## src/hdl/bat_pkg.sv

```systemverilog
// shared types and constants of the button auto-repeat tracker
package bat_pkg;

	localparam int unsigned CFG_IDX_W  = 3;
	localparam int unsigned CFG_DATA_W = 16;

	typedef enum logic [CFG_IDX_W-1:0] {
		CFG_REPEAT_DETECT = 3'd0,
		CFG_REPEAT_DELAY  = 3'd1,
		CFG_REPEAT_PERIOD = 3'd2,
		CFG_ACTIVE_LEVEL  = 3'd3,
		CFG_QUERY_ENABLE  = 3'd4
	} cfg_idx_t;

	localparam logic [15:0] RST_REPEAT_DETECT = 16'd60;
	localparam logic [15:0] RST_REPEAT_DELAY  = 16'd250;
	localparam logic [15:0] RST_REPEAT_PERIOD = 16'd200;
	localparam logic        RST_ACTIVE_LEVEL  = 1'b0;
	localparam logic        RST_QUERY_ENABLE  = 1'b1;

	typedef struct packed {
		logic [15:0] repeat_detect;
		logic [15:0] repeat_delay;
		logic [15:0] repeat_period;
		logic        active_level;
		logic        query_enable;
	} cfg_t;

	typedef struct packed {
		logic        is_pressed;
		logic        is_released;
		logic        press_pulse;
		logic        release_pulse;
		logic        repeat_pulse;
		logic [15:0] repeat_total;
		logic [31:0] press_ticks;
		logic [31:0] release_ticks;
	} result_t;

endpackage

```

## src/hdl/bat_if.sv

```systemverilog
// channel interfaces: sample ticks, results and register writes

interface bat_sample_if;
	logic valid;
	logic ready;
	logic pin_level;

	modport source (output valid, output pin_level, input ready);
	modport sink (input valid, input pin_level, output ready);
endinterface

interface bat_result_if;
	logic        valid;
	logic        ready;
	logic        is_pressed;
	logic        is_released;
	logic        press_pulse;
	logic        release_pulse;
	logic        repeat_pulse;
	logic [15:0] repeat_total;
	logic [31:0] press_ticks;
	logic [31:0] release_ticks;

	modport source (output valid, output is_pressed, output is_released,
		output press_pulse, output release_pulse, output repeat_pulse,
		output repeat_total, output press_ticks, output release_ticks, input ready);
	modport sink (input valid, input is_pressed, input is_released,
		input press_pulse, input release_pulse, input repeat_pulse,
		input repeat_total, input press_ticks, input release_ticks, output ready);
endinterface

interface bat_cfg_if;
	logic        valid;
	logic        ready;
	logic [2:0]  index;
	logic [15:0] data;

	modport source (output valid, output index, output data, input ready);
	modport sink (input valid, input index, input data, output ready);
endinterface

```

## src/hdl/bat_cfg_regs.sv

```systemverilog
// configuration register file
module bat_cfg_regs (
	input  logic                            clk,
	input  logic                            arst_n,
	input  logic                            wr_en,
	input  logic [bat_pkg::CFG_IDX_W-1:0]   wr_index,
	input  logic [bat_pkg::CFG_DATA_W-1:0]  wr_data,
	output bat_pkg::cfg_t                   cfg
);
	import bat_pkg::*;

	cfg_t cfg_q;

	always_ff @(posedge clk or negedge arst_n) begin
		if (!arst_n) begin
			cfg_q.repeat_detect <= RST_REPEAT_DETECT;
			cfg_q.repeat_delay  <= RST_REPEAT_DELAY;
			cfg_q.repeat_period <= RST_REPEAT_PERIOD;
			cfg_q.active_level  <= RST_ACTIVE_LEVEL;
			cfg_q.query_enable  <= RST_QUERY_ENABLE;
		end else if (wr_en) begin
			case (cfg_idx_t'(wr_index))
				CFG_REPEAT_DETECT: cfg_q.repeat_detect <= wr_data;
				CFG_REPEAT_DELAY:  cfg_q.repeat_delay  <= wr_data;
				CFG_REPEAT_PERIOD: cfg_q.repeat_period <= wr_data;
				CFG_ACTIVE_LEVEL:  cfg_q.active_level  <= wr_data[0];
				CFG_QUERY_ENABLE:  cfg_q.query_enable  <= wr_data[0];
				default: ;
			endcase
		end
	end

	assign cfg = cfg_q;

endmodule

```

## src/hdl/bat_core.sv

```systemverilog
// tracker state and per-tick update logic
module bat_core (
	input  logic             clk,
	input  logic             arst_n,
	input  logic             step,
	input  logic             pin_level,
	input  bat_pkg::cfg_t    cfg,
	output bat_pkg::result_t res
);
	import bat_pkg::*;

	function automatic logic [15:0] sat_inc16(input logic [15:0] v);
		return (v == 16'hFFFF) ? v : v + 16'd1;
	endfunction

	function automatic logic [31:0] sat_inc32(input logic [31:0] v);
		return (v == 32'hFFFF_FFFF) ? v : v + 32'd1;
	endfunction

	logic        held_q, release_seen_q;
	logic [15:0] hold_cnt_q, repeat_cnt_q;
	logic [31:0] press_dur_q, release_dur_q;

	logic        held_d, release_seen_d;
	logic [15:0] hold_cnt_d, repeat_cnt_d;
	logic [31:0] press_dur_d, release_dur_d;
	logic        down, p_pulse, r_pulse, rep_pulse;
	logic [15:0] hold_inc, limit;

	always_comb begin
		down     = (pin_level == cfg.active_level);
		hold_inc = sat_inc16(hold_cnt_q);
		if (repeat_cnt_q == 16'd0)
			limit = cfg.repeat_detect;
		else if (repeat_cnt_q == 16'd1)
			limit = cfg.repeat_delay;
		else
			limit = cfg.repeat_period;

		held_d         = held_q;
		release_seen_d = release_seen_q;
		hold_cnt_d     = hold_cnt_q;
		repeat_cnt_d   = repeat_cnt_q;
		press_dur_d    = press_dur_q;
		release_dur_d  = release_dur_q;
		p_pulse        = 1'b0;
		r_pulse        = 1'b0;
		rep_pulse      = 1'b0;

		if (down) begin
			p_pulse        = !held_q;
			press_dur_d    = held_q ? sat_inc32(press_dur_q) : 32'd0;
			held_d         = 1'b1;
			release_seen_d = 1'b0;
			if (hold_inc >= limit) begin
				rep_pulse    = 1'b1;
				hold_cnt_d   = 16'd0;
				repeat_cnt_d = sat_inc16(repeat_cnt_q);
			end else begin
				hold_cnt_d   = hold_inc;
			end
		end else begin
			// hold counter deliberately kept across a release
			r_pulse        = held_q;
			release_dur_d  = held_q ? 32'd0 : sat_inc32(release_dur_q);
			held_d         = 1'b0;
			release_seen_d = 1'b1;
			repeat_cnt_d   = 16'd0;
		end

		res.press_pulse   = p_pulse;
		res.release_pulse = r_pulse;
		res.repeat_pulse  = rep_pulse;
		res.is_pressed    = cfg.query_enable & held_d;
		res.is_released   = cfg.query_enable & release_seen_d;
		res.repeat_total  = cfg.query_enable ? repeat_cnt_d : 16'd0;
		res.press_ticks   = cfg.query_enable ? press_dur_d : 32'd0;
		res.release_ticks = cfg.query_enable ? release_dur_d : 32'd0;
	end

	always_ff @(posedge clk or negedge arst_n) begin
		if (!arst_n) begin
			held_q         <= 1'b0;
			release_seen_q <= 1'b0;
			hold_cnt_q     <= 16'd0;
			repeat_cnt_q   <= 16'd0;
			press_dur_q    <= 32'd0;
			release_dur_q  <= 32'd0;
		end else if (step) begin
			held_q         <= held_d;
			release_seen_q <= release_seen_d;
			hold_cnt_q     <= hold_cnt_d;
			repeat_cnt_q   <= repeat_cnt_d;
			press_dur_q    <= press_dur_d;
			release_dur_q  <= release_dur_d;
		end
	end

endmodule

```

## src/hdl/button_autorepeat_tracker.sv

```systemverilog
// top level: button auto-repeat tracker with registered input and result stages
// a sample waits in the input stage until the result register is free to take it
// throughput: one sample transaction per cycle, limited only by result back-pressure
// the per-tick update is one pass through the core between the two stage registers
// reset: asynchronous active low, clears all counters and flags, loads register defaults
// register writes take effect in the next cycle and are always accepted
module button_autorepeat_tracker (
	input  logic      clk,
	input  logic      arst_n,
	bat_sample_if.sink  sample,
	bat_result_if.source result,
	bat_cfg_if.sink     cfg
);
	import bat_pkg::*;

	cfg_t    cfg_val;
	result_t res_comb;
	result_t res_q;
	logic    s1_valid_q;
	logic    pin_s1;
	logic    out_valid_q;
	logic    advance;

	// register writes never stall
	assign cfg.ready = 1'b1;

	bat_cfg_regs u_cfg (
		.clk      (clk),
		.arst_n   (arst_n),
		.wr_en    (cfg.valid),
		.wr_index (cfg.index),
		.wr_data  (cfg.data),
		.cfg      (cfg_val)
	);

	// the held tick moves into the result register when that register is free
	assign advance      = s1_valid_q && (!out_valid_q || result.ready);
	// input stage refills in the same cycle that it drains
	assign sample.ready = !s1_valid_q || advance;

	always_ff @(posedge clk or negedge arst_n) begin
		if (!arst_n) begin
			s1_valid_q <= 1'b0;
		end else if (sample.ready) begin
			s1_valid_q <= sample.valid;
		end
	end

	// payload of the input stage, no reset needed
	always_ff @(posedge clk) begin
		if (sample.valid && sample.ready) begin
			pin_s1 <= sample.pin_level;
		end
	end

	// state only moves when its result is captured, so each tick updates it once
	bat_core u_core (
		.clk       (clk),
		.arst_n    (arst_n),
		.step      (advance),
		.pin_level (pin_s1),
		.cfg       (cfg_val),
		.res       (res_comb)
	);

	always_ff @(posedge clk or negedge arst_n) begin
		if (!arst_n) begin
			out_valid_q <= 1'b0;
		end else if (!out_valid_q || result.ready) begin
			out_valid_q <= s1_valid_q;
		end
	end

	always_ff @(posedge clk) begin
		if (advance) begin
			res_q <= res_comb;
		end
	end

	assign result.valid         = out_valid_q;
	assign result.is_pressed    = res_q.is_pressed;
	assign result.is_released   = res_q.is_released;
	assign result.press_pulse   = res_q.press_pulse;
	assign result.release_pulse = res_q.release_pulse;
	assign result.repeat_pulse  = res_q.repeat_pulse;
	assign result.repeat_total  = res_q.repeat_total;
	assign result.press_ticks   = res_q.press_ticks;
	assign result.release_ticks = res_q.release_ticks;

	// a tick cannot both start a press and start a release
	assert property (@(posedge clk) disable iff (!arst_n)
		out_valid_q |-> !(res_q.press_pulse && res_q.release_pulse))
		else $error("press and release pulse in the same result");

	// the press duration restarts at zero on the first held tick
	assert property (@(posedge clk) disable iff (!arst_n)
		(out_valid_q && res_q.press_pulse) |-> (res_q.press_ticks == 32'd0))
		else $error("press duration not restarted on press");

	// the release duration restarts at zero on the first released tick
	assert property (@(posedge clk) disable iff (!arst_n)
		(out_valid_q && res_q.release_pulse) |-> (res_q.release_ticks == 32'd0))
		else $error("release duration not restarted on release");

	// the input side only stalls while a full pipeline waits on the result side
	assert property (@(posedge clk) disable iff (!arst_n)
		!sample.ready |-> (s1_valid_q && out_valid_q && !result.ready))
		else $error("input stalled without result back-pressure");

	// a stalled result keeps the tick in the input stage
	assert property (@(posedge clk) disable iff (!arst_n)
		(s1_valid_q && out_valid_q && !result.ready) |=> s1_valid_q)
		else $error("tick lost from input stage during stall");

endmodule

```

## src/flat_wrapper.sv

```systemverilog
// flat-port wrapper written by rule: the top's interface ports become plain ports
module button_autorepeat_tracker_flat import bat_pkg::*;
  (clk, arst_n, sample_valid, sample_pin_level, sample_ready, result_valid, result_is_pressed, result_is_released, result_press_pulse, result_release_pulse, result_repeat_pulse, result_repeat_total, result_press_ticks, result_release_ticks, result_ready, cfg_valid, cfg_index, cfg_data, cfg_ready);
  bat_sample_if sample_i ();
  bat_result_if result_i ();
  bat_cfg_if cfg_i ();
  input  logic clk;
  input  logic arst_n;
  input wire logic [$bits(sample_i.valid)-1:0] sample_valid;
  input wire logic [$bits(sample_i.pin_level)-1:0] sample_pin_level;
  output wire logic [$bits(sample_i.ready)-1:0] sample_ready;
  output wire logic [$bits(result_i.valid)-1:0] result_valid;
  output wire logic [$bits(result_i.is_pressed)-1:0] result_is_pressed;
  output wire logic [$bits(result_i.is_released)-1:0] result_is_released;
  output wire logic [$bits(result_i.press_pulse)-1:0] result_press_pulse;
  output wire logic [$bits(result_i.release_pulse)-1:0] result_release_pulse;
  output wire logic [$bits(result_i.repeat_pulse)-1:0] result_repeat_pulse;
  output wire logic [$bits(result_i.repeat_total)-1:0] result_repeat_total;
  output wire logic [$bits(result_i.press_ticks)-1:0] result_press_ticks;
  output wire logic [$bits(result_i.release_ticks)-1:0] result_release_ticks;
  input wire logic [$bits(result_i.ready)-1:0] result_ready;
  input wire logic [$bits(cfg_i.valid)-1:0] cfg_valid;
  input wire logic [$bits(cfg_i.index)-1:0] cfg_index;
  input wire logic [$bits(cfg_i.data)-1:0] cfg_data;
  output wire logic [$bits(cfg_i.ready)-1:0] cfg_ready;
  assign sample_i.valid = sample_valid;
  assign sample_i.pin_level = sample_pin_level;
  assign sample_ready = sample_i.ready;
  assign result_valid = result_i.valid;
  assign result_is_pressed = result_i.is_pressed;
  assign result_is_released = result_i.is_released;
  assign result_press_pulse = result_i.press_pulse;
  assign result_release_pulse = result_i.release_pulse;
  assign result_repeat_pulse = result_i.repeat_pulse;
  assign result_repeat_total = result_i.repeat_total;
  assign result_press_ticks = result_i.press_ticks;
  assign result_release_ticks = result_i.release_ticks;
  assign result_i.ready = result_ready;
  assign cfg_i.valid = cfg_valid;
  assign cfg_i.index = cfg_index;
  assign cfg_i.data = cfg_data;
  assign cfg_ready = cfg_i.ready;
  button_autorepeat_tracker u_core (.clk(clk), .arst_n(arst_n), .sample(sample_i), .result(result_i), .cfg(cfg_i));
endmodule
```

## config.mk

```make
export PLATFORM = sky130hd
export DESIGN_NAME = button_autorepeat_tracker_flat
export DESIGN_NICKNAME = d
export VERILOG_FILES = /design/src/hdl/bat_pkg.sv /design/src/hdl/bat_if.sv /design/src/hdl/bat_cfg_regs.sv /design/src/hdl/bat_core.sv /design/src/hdl/button_autorepeat_tracker.sv /design/src/flat_wrapper.sv
export SDC_FILE = /design/constraint.sdc
export NUM_CORES = 1
export LEC_CHECK = 0
export ABC_AREA = 1
export BUFFER_PORTS_ARGS = -buffer_cell sky130_fd_sc_hd__buf_2
export CAP_MARGIN = 20
export CORE_MARGIN = 4
export CORE_UTILIZATION = 44
export DETAILED_ROUTE_END_ITERATION = 12
export GPL_TIMING_DRIVEN = 0
export SYNTH_ARGS = -nofsm -noshare
export SYNTH_HDL_FRONTEND = slang
export SYNTH_HIERARCHICAL = 1
export SYNTH_SLANG_ARGS = --single-unit
```

## constraint.sdc

```tcl
create_clock -name clk -period 7.1 [get_ports clk]
set_input_delay 0.71 -clock clk [delete_from_list [all_inputs] [get_ports clk]]
set_output_delay 0.71 -clock clk [all_outputs]
set_load 0.02 [all_outputs]
```

==> results.yml, run 1 <==
run_status:
  status: "completed"
sta:
  maxSlewViolCount: 0
  fin_skew_ps: 15.9
  worstMarginPinSlew_ps: 768
  rsz0062_at_grt: "no"
  slew_headroom: 0.488
  fmax_ghz: 0.256
  period_share: 0.549
  finalHoldViolations: 0
  finalSetupViolations: 0
  period_minus_slack_ps: 3900
  holdWs_ps: 104
run:
  max_cap_violations: 0
critical_path:
  path_cells: "inv_1 > nand4_1 > nor2_2 > nand3_2 > clkbuf_1 > nand2_1 > a31oi_1 > inv_1 > ha_1 > a21oi_1 > o21ai_0 > a21oi_2 > nand2_4 > clkinv_1 > nor2_1 > buf_4"
  startpoint_type: "register"
  cp_data_required_time_ps: 7410
  cpMostUsedCell: "inv_1"
  cp-end-kind: "register"
  max_stage_delay_ps: 450
  cp.arrival_ps: 4210
  crit_fanout: 10
  rr_worst_depth: 16
  crit_type: "reg2reg"
  crit_family: "simple AND/OR/NAND/NOR gates"
  critical_path_depth: 16
  crit_path_top_delay_cell: "dfrtp_1"
  crit_buf_inv: 5
die:
  die_w_um: 187
  dieArea_um2: 34900
  rows: 65
  core_um2: 31600
  die_y_um: 187
  initial_core_util: 0.447
  io_pins: 113
layout:
  layout-drive-gt1-share: 0.145
  nNetsFinal: 2099
  area_growth_pct: 14.8
  postLayoutCellArea_um2: 16200
placement:
  gp_congestion: 0.951
  dpl-instance-area_um2: 15300
  hpwl_um: 30200
  port_buffers: 111
power:
  power_leakage_nw: 7.34
  max-vdd-ir-drop_mv: 0.256
  power.density_nw_per_um2: 305
clock_tree:
  post_cts_buffers: 0
  clock_latency_ps: 550
  ctsResizeCount: 0
  path_clk_slew_ps: 60
  cts.htree.levels: 1
  numCtsBuffers: 27
  cts-root-buf: "clkbuf_16"
  clock_sink_count: 235
  cts_buffer_depth: 3
  cts_tree: "built"
  hold_buffers: 0
drt:
  wl_um: 40000
  drt-pass1-iter-count: 6
  vias: 12900
  antenna_left: 0
  drc_errors: 0
  drt_iter0_drc: 962
  viasPerCell: 5.21
  wire_per_inst_um: 16.2
yosys:
  synthDistinctLibCells: 42
  synth.area.top_cells: "dfrtp_1 (24%), edfxtp_1 (18%), nand2_1 (18%)"
  synthesis.instances: 1908
  synth_fp_nets: 1955
  async_reset_ff_frac: 0.634
  synth_top_area_share: 0.240
  synth-seq-cells: 235
  synthesis.area_um2: 14100
  yosys_warnings: 6
  yosysTopAreaCell: "dfrtp_1"
  syn_avg_cell_area_um2: 7.38
  ys_seq_area_frac: 0.449
  synth_edf_count: 86
  ys.flop_type: "dfrtp_1"
global_route:
  grt_max_degree: 89
  grt_pass1_wl_um: 66300
  antenna_found_initial: 0
  grt_util_all_layers: 0.229
  grt_pass1_vias: 12500
  overflow: 0
min_path:
  hp-class: "in2async"
-- sequential cells by signal, indices dropped and copies added (netlist names), 16 cells and up --
signal,cells
u_core/u_cfg/cfg,50
u_core/result.press_ticks,32
u_core/result.release_ticks,32
u_core/u_core/press_dur_q,32
u_core/u_core/release_dur_q,32
u_core/result.repeat_total,16
u_core/u_core/hold_cnt_q,16
u_core/u_core/repeat_cnt_q,16
-- where the power goes --
part           switching, mW  internal [mW]
combinational           1.23          0.561
sequential             0.124           1.58
clock                  0.564          0.880
-- layout make-up --
type                            count  area, µm²
Buffer                             82        454
Antenna cell                        1       2.50
Clock inverter                     16        210
Timing Repair Buffer              115        661
Inverter                          182        683
Clock buffer                       33        698
Tap cell                          402        503
Fill cell                        3128      15400
Multi-Input combinational cell   1409       6640
Sequential cell                   235       6330
-- per-stage QoR --
| stage | utilization | power [mW] | setup TNS [ps] | worst slack (ps) | cells |
|---|---|---|---|---|---|
| finish | 0.513 | 4.93 | 0 | 3200 | 2475 |
| global route | 0.513 | 5.32 | 0 | 2770 | 2474 |
| CTS | 0.513 | 4.99 | 0 | 3150 | 2474 |
| detailed placement | 0.484 | 3.52 | 0 | 3190 | 2425 |
| global placement | 0.480 | 3.48 | -158040 | -1430 | 2421 |
| floorplan | - | 2.96 | 0 | 1030 | 1908 |
-- layer usage --
layer  wire length (µm)  global-route usage  part of all wire
met3               2330              0.0304             0.058
met1              18100               0.319              0.45
met2              18500               0.376              0.46
met4               1070              0.0663             0.027
met5                  0                   0                 0
-- cells by family after synthesis --
group / after synthesis / share of synthesized area
AOI/OAI and AO/OA: 144 / 0.0575
xor gates and xnor gates: 19 / 0.0118
adders and majority gates: 22 / 0.0195
buffers and inverters: 264 / 0.0807
DFF: 235 / 0.449
other: 1 / 0.000266
and+or+nand+nor: 1223 / 0.381
-- synth_stat cells, types with 2 or more instances --
cell type,instances
nor2_4,13
and2_1,7
nand2_2,8
inv_2,17
buf_2,27
buf_1,7
a31oi_1,21
nor3_1,14
buf_6,11
o21ai_1,13
nor2_1,194
nand4_1,53
edfxtp_1,86
buf_4,8
dfstp_2,14
xnor2_1,2
clkbuf_1,29
clkinv_1,3
o22ai_1,2
xor2_1,17
nand2_1,664
a21oi_1,46
nand2_4,6
or2_2,3
o21ai_2,13
nor2_2,8
nand3b_1,4
o21ai_0,45
nand3_2,12
ha_1,22
dfrtp_1,135
nand3_1,233
inv_1,162
-- worst reg2reg max path, delay by kind of cell, from the launching register on --
family          cells  cell delay (ps)
simple gates        6             1220
fa+ha+maj           1              250
buf+inv             5              930
flops               1              450
compound gates      4              810
-- final timing paths --
path	startpoint	endpoint	slack (ps)
worst min register to register	u_core/u_cfg/cfg[25]	u_core/u_cfg/cfg[25]	460
max in group asynchronous	arst_n	u_core/u_cfg/cfg[38]	6150
worst max register to register	u_core/u_core/repeat_cnt_q[13]	u_core/result.repeat_pulse	3200
worst max-delay path	u_core/u_core/repeat_cnt_q[13]	u_core/result.repeat_pulse	3200
worst min-delay path	arst_n	u_core/u_core/press_dur_q[13]	100
min in group clk	sample_pin_level	u_core/pin_s1	340
-- cell usage in the layout (no fill, tap or decap), types with 45 or more instances in the layout --
cell	instances
a21oi_1	45
nand3_1	233
nand4_1	53
dfrtp_1	135
inv_1	162
edfxtp_1	86
buf_2	137
nand2_1	664
o21ai_0	45
nor2_1	194
(Power assumes the default switching activity.)
==> inputs of run 2 (changes only) <==
==> constraint.sdc (replaced) <==
create_clock -name clk -period 3.72 [get_ports clk]
set_input_delay 0.372 -clock clk [delete_from_list [all_inputs] [get_ports clk]]
set_output_delay 0.372 -clock clk [all_outputs]
set_load 0.02 [all_outputs]
==> results.yml, run 2 (same netlist as run 1, synthesis figures left out) <==
run_status:
  status: "completed"
layout:
  diodes: 0
  largest_register_ffs: 50
  final_cell_mix: "nand2_1 (664), nand3_1 (233), nor2_1 (193)"
  layout-drive-gt1-share: 0.152
  layout_commonest_cell: "nand2_1"
  area_growth_pct: 16.4
  final_util: 0.520
  nNetsFinal: 2109
  postLayoutCellArea_um2: 16400
global_route:
  grt_util_all_layers: 0.228
  grt_pass1_vias: 12500
  overflow: 0
  grt_pass1_wl_um: 65800
  grt_max_degree: 101
  antenna_found_initial: 0
sta:
  setup_slack_ps: 256
  fmax_ghz: 0.289
  rsz0062_at_grt: "no"
  maxSlewViolCount: 0
  fin_skew_ps: 9.00
  finalHoldViolations: 0
  period_share: 0.931
  slew_headroom: 0.463
  finalSetupViolations: 0
  worstMarginPinSlew_ps: 805
  period_minus_slack_ps: 3460
critical_path:
  cpMostUsedCell: "nand2_1"
  crit_buf_inv: 4
  crit_path_top_delay_cell: "dfrtp_1"
  crit_type: "reg2reg"
  path_cells: "inv_1 > nand4_1 > nor2_4 > nand3_1 > buf_2 > a31oi_2 > inv_1 > ha_1 > nand2_1 > nand2_1 > nor2_1 > nand2_1 > nand2_1 > nand2_1 > nand2_2 > nand2_4 > buf_4 > nand2_1 > nand3_1 > nor2_1"
  cp-end-kind: "register"
  crit_family: "simple AND/OR/NAND/NOR gates"
  startpoint_type: "register"
  cp_data_required_time_ps: 4090
  regToRegSetupSlack_ps: 260
  cp.arrival_ps: 3830
  crit_fanout: 10
  max_stage_delay_ps: 430
die:
  rows: 65
  die_w_um: 187
  initial_core_util: 0.447
  dieArea_um2: 34900
  io_pins: 113
  die_y_um: 187
  core_um2: 31600
power:
  max-vdd-ir-drop_mv: 0.486
  comb_power_share: 0.371
  p_int_mw: 6.02
  finalPower_mw: 9.75
  power.density_nw_per_um2: 595
  p_switching_mw: 3.73
  power_leakage_nw: 7.43
  pwr-share-clk: 0.296
  seqPwrFrac: 0.333
  switching_share: 0.382
placement:
  place_ws_ps: -237
  hpwl_um: 30500
  gp_congestion: 0.952
  port_buffers: 111
  dpl-instance-area_um2: 15300
drt:
  antenna_left: 0
  drc_errors: 0
  viasPerCell: 5.24
  wire_per_inst_um: 16.2
  vias: 13000
  drt_iter0_drc: 938
  drt-pass1-iter-count: 5
  wl_um: 40200
clock_tree:
  clock_sink_count: 235
  numCtsBuffers: 29
  path_clk_slew_ps: 60
  cts_tree: "built"
  cts_buffer_depth: 3
  cts-root-buf: "clkbuf_16"
  cts.htree.levels: 1
  clock_latency_ps: 550
min_path:
  hp-class: "in2reg"
run:
  max_cap_violations: 0
-- run 2: cell types whose count changed in the layout (fill, tap and decap cells not counted), sizes merged --
cell,delta
diode,-1
clkinvlp,+4
clkbuf,+1
clkinv,-1
buf,+7
dlygate4sd3,+2
inv,-1
-- run 2: per-layer routing --
metal	GRT usage	part of all wire
met1	0.312	0.45
met2	0.384	0.47
met3	0.0325	0.056
met4	0.0569	0.022
met5	0	0
-- run 2: stage by stage --
step	cells	TNS, ps	hold slack, ps
2_1_floorplan	1908	0	76.4
3_3_place_gp	2421	-48060	451
3_5_place_dp	2426	-2330	316
4_1_cts	2480	0	9.33
5_1_grt	2486	0	38.3
6_report	2486	0	30.1
-- run 2: timing repair --
item                                   4_1_cts  5_1_grt
hold buffers                                 2        0
resized for setup                            4        3
endpoints found under the hold margin       50        0
setup endpoints to repair                   30       32
gates cloned                                 0        0
pin swaps                                    0        3
setup buffers                                0        7
-- run 2: worst register-to-register path: stages (launching register included) --
cell	delay [ps]
dfrtp_1	430
inv_1	120
nand4_1	150
nor2_4	220
nand3_1	190
buf_2	250
a31oi_2	230
inv_1	60
ha_1	280
nand2_1	70
nand2_1	50
nor2_1	100
nand2_1	80
nand2_1	70
nand2_1	80
nand2_2	190
nand2_4	150
buf_4	210
nand2_1	90
nand3_1	70
nor2_1	190
-- run 2: final timing paths --
check	startpoint	to	cells past startpoint
setup / recovery	u_core/u_core/repeat_cnt_q[8]	u_core/result.repeat_total[4]	20
hold / removal	sample_valid	u_core/s1_valid_q	3
setup reg to reg	u_core/u_core/repeat_cnt_q[8]	u_core/result.repeat_total[4]	20
hold reg to reg	u_core/u_cfg/cfg[23]	u_core/u_cfg/cfg[23]	2
max in group asynchronous	arst_n	u_core/u_cfg/cfg[25]	3
min in group asynchronous	arst_n	u_core/u_core/press_dur_q[18]	2
-- run 2: final cells by class --
type	instances	area, µm²
fill	3103	15200
multi-input combinational	1409	6660
sequential	235	6330
timing repair buffer	125	793
clock buffer	35	748
inverter	182	684
tap	402	503
buffer	80	448
clock inverter	18	229
-- run 2: power by group through the flow --
stage | sequential [mW] | clock [mW] | combinational [mW]
4_1_cts | 3.24 | 2.96 | 3.46
2_1_floorplan | 3.32 | 0 | 2.32
5_1_grt | 3.28 | 3.08 | 4.05
3_3_place_gp | 3.29 | 0 | 3.33
6_report | 3.24 | 2.89 | 3.62
3_5_place_dp | 3.29 | 0 | 3.42
==> inputs of run 3 (changes only) <==
--- a/config.mk
+++ b/config.mk
@@ -8,10 +8,12 @@
 export ABC_AREA = 1
 export BUFFER_PORTS_ARGS = -buffer_cell sky130_fd_sc_hd__buf_2
 export CAP_MARGIN = 20
+export CORE_ASPECT_RATIO = 2
 export CORE_MARGIN = 4
 export CORE_UTILIZATION = 44
 export DETAILED_ROUTE_END_ITERATION = 12
 export GPL_TIMING_DRIVEN = 0
+export PLACE_DENSITY_LB_ADDON = 0.2
 export SYNTH_ARGS = -nofsm -noshare
 export SYNTH_HDL_FRONTEND = slang
 export SYNTH_HIERARCHICAL = 1
==> results.yml, run 3 (same netlist as run 1, synthesis figures left out) <==
sta:
  worstMarginPinSlew_ps: 1020
  finalSetupViolations: 0
  maxSlewViolCount: 0
  rsz0062_at_grt: "no"
  finalHoldViolations: 0
  period_share: 0.947
  slew_headroom: 0.318
  period_minus_slack_ps: 3520
  fmax_ghz: 0.284
  fin_skew_ps: 16.4
power:
  seqPwrFrac: 0.335
  power_leakage_nw: 7.39
  p_switching_mw: 3.89
  finalPower_mw: 9.72
  max-vdd-ir-drop_mv: 0.560
  switching_share: 0.400
  comb_power_share: 0.389
  p_int_mw: 5.83
  power.density_nw_per_um2: 596
  pwr-share-clk: 0.276
die:
  io_pins: 113
  initial_core_util: 0.447
  die_w_um: 135
  core_um2: 31500
  dieArea_um2: 35100
  rows: 92
  die_y_um: 261
global_route:
  overflow: 0
  grt_max_degree: 111
  top_usage_layer: "met2"
  grt_pass1_vias: 12800
  antenna_found_initial: 0
  grt_util_all_layers: 0.250
  grt_use_met1: 0.250
  grt_pass1_wl_um: 69000
  grtUsageMet2: 0.501
  met3_usage: 0.0231
placement:
  hpwl_um: 34700
  port_buffers: 111
  gp_congestion: 0.962
  dpl-instance-area_um2: 15300
  dpl.cell_count: 2445
critical_path:
  regToRegSetupSlack_ps: 200
  startpoint_type: "register"
  crit_fanout: 10
  crit_type: "reg2reg"
  rr_worst_depth: 21
  worstReg2RegStart: "u_core/u_core/repeat_cnt_q[13]"
  cp_data_required_time_ps: 3990
  r2r_end: "u_core/result.repeat_total[4]"
  cp-end-kind: "register"
  cp.arrival_ps: 3790
layout:
  largest_register_ffs: 50
  final_cell_mix: "nand2_1 (663), nand3_1 (232), nor2_1 (193)"
  area_growth_pct: 15.7
  layout_commonest_cell: "nand2_1"
  diodes: 0
  layout-drive-gt1-share: 0.153
  postLayoutCellArea_um2: 16300
  nNetsFinal: 2105
  layoutNonFillerInstCount: 2499
  fillers: 3171
clock_tree:
  cts-root-buf: "clkbuf_16"
  cts.htree.levels: 1
  cts_tree: "built"
  path_clk_slew_ps: 70
  cts_buffer_depth: 3
  clock_latency_ps: 550
  clock_sink_count: 235
  numCtsBuffers: 24
drt:
  vias: 13100
  drt_iter0_drc: 849
  drt-pass1-iter-count: 6
  drc_errors: 0
  wire_per_inst_um: 17.6
  viasPerCell: 5.24
  antenna_left: 0
  wl_um: 44000
min_path:
  min_from: "sample_valid"
  hold_depth: 3
  worstHoldEndpoint: "u_core/s1_valid_q"
  hp-class: "in2reg"
run:
  max_cap_violations: 0
run_status:
  status: "completed"
-- run 3: power groups by stage --
| stage | sequential [mW] | combinational, mW | clock (mW) |
|---|---|---|---|
| after global placement | 3.30 | 3.44 | 0 |
| after detailed placement | 3.30 | 3.51 | 0 |
| final | 3.26 | 3.78 | 2.68 |
| after CTS | 3.25 | 3.71 | 2.75 |
| after floorplan | 3.32 | 2.32 | 0 |
| after global routing | 3.29 | 4.23 | 2.84 |
-- run 3: timing repair --
item                       4_1_cts  5_1_grt
hold endpoints to repair        40        0
resized for setup                8       14
pin swaps                        3        4
hold buffers                     2        0
setup buffers                    8        1
setup endpoints to repair       49       28
-- run 3: area by class of cell --
type / count / area [µm²] / area share
Multi-Input combinational cell: 1409 / 6700 / 0.411
Sequential cell: 235 / 6330 / 0.388
Timing Repair Buffer: 125 / 733 / 0.0450
Inverter: 182 / 684 / 0.0420
Clock buffer: 27 / 633 / 0.0388
Tap cell: 423 / 529 / 0.0325
Buffer: 81 / 458 / 0.0281
Clock inverter: 17 / 238 / 0.0146
-- run 3: worst max-delay path by stage --
stage,slack [ps],start,to
after floorplan,600,u_core/result.valid,u_core/u_core/hold_cnt_q[7]
after global placement,-660,u_core/u_core/repeat_cnt_q[14],u_core/result.repeat_total[7]
after detailed placement,-680,u_core/u_core/repeat_cnt_q[15],u_core/result.repeat_total[7]
after CTS,8,u_core/u_core/repeat_cnt_q[2],u_core/result.repeat_total[4]
after global routing,8,u_core/u_core/repeat_cnt_q[13],u_core/result.repeat_total[4]
final,200,u_core/u_core/repeat_cnt_q[13],u_core/result.repeat_total[4]
-- run 3: critical path, cell delays in order, from the launching register on --
cell and delay, ps:
dfrtp_2 450, inv_1 110, nand4_1 160, nor2_4 260
buf_12 160, clkbuf_4 200, nand4_1 90, a31oi_1 180
inv_1 70, ha_1 290, nand2_1 70, nor2_1 80
nor2_1 50, nand2_1 120, nand2_1 80, nand2_2 110
nand2_4 120, nand2_4 140, buf_4 200, nand2_1 90
nand3_1 140, nor2_1 70
-- run 3: through the flow --
stage	util	setup TNS, ps	hold slack (ps)	setup WS (ps)
after global placement	0.481	-56040	449	-657
final	0.517	0	43.9	196
after global routing	0.517	0	52.0	8.34
after floorplan	-	0	76.4	598
after detailed placement	0.484	-22160	288	-678
after CTS	0.515	0	37.0	8.35
-- run 3: metal layers --
metal | vias to the layer above | share of wire
met4 | 0 | 0.053
met5 | - | 0
met1 | 6096 | 0.35
met2 | 395 | 0.56
met3 | 107 | 0.036
li1 | 6486 | -
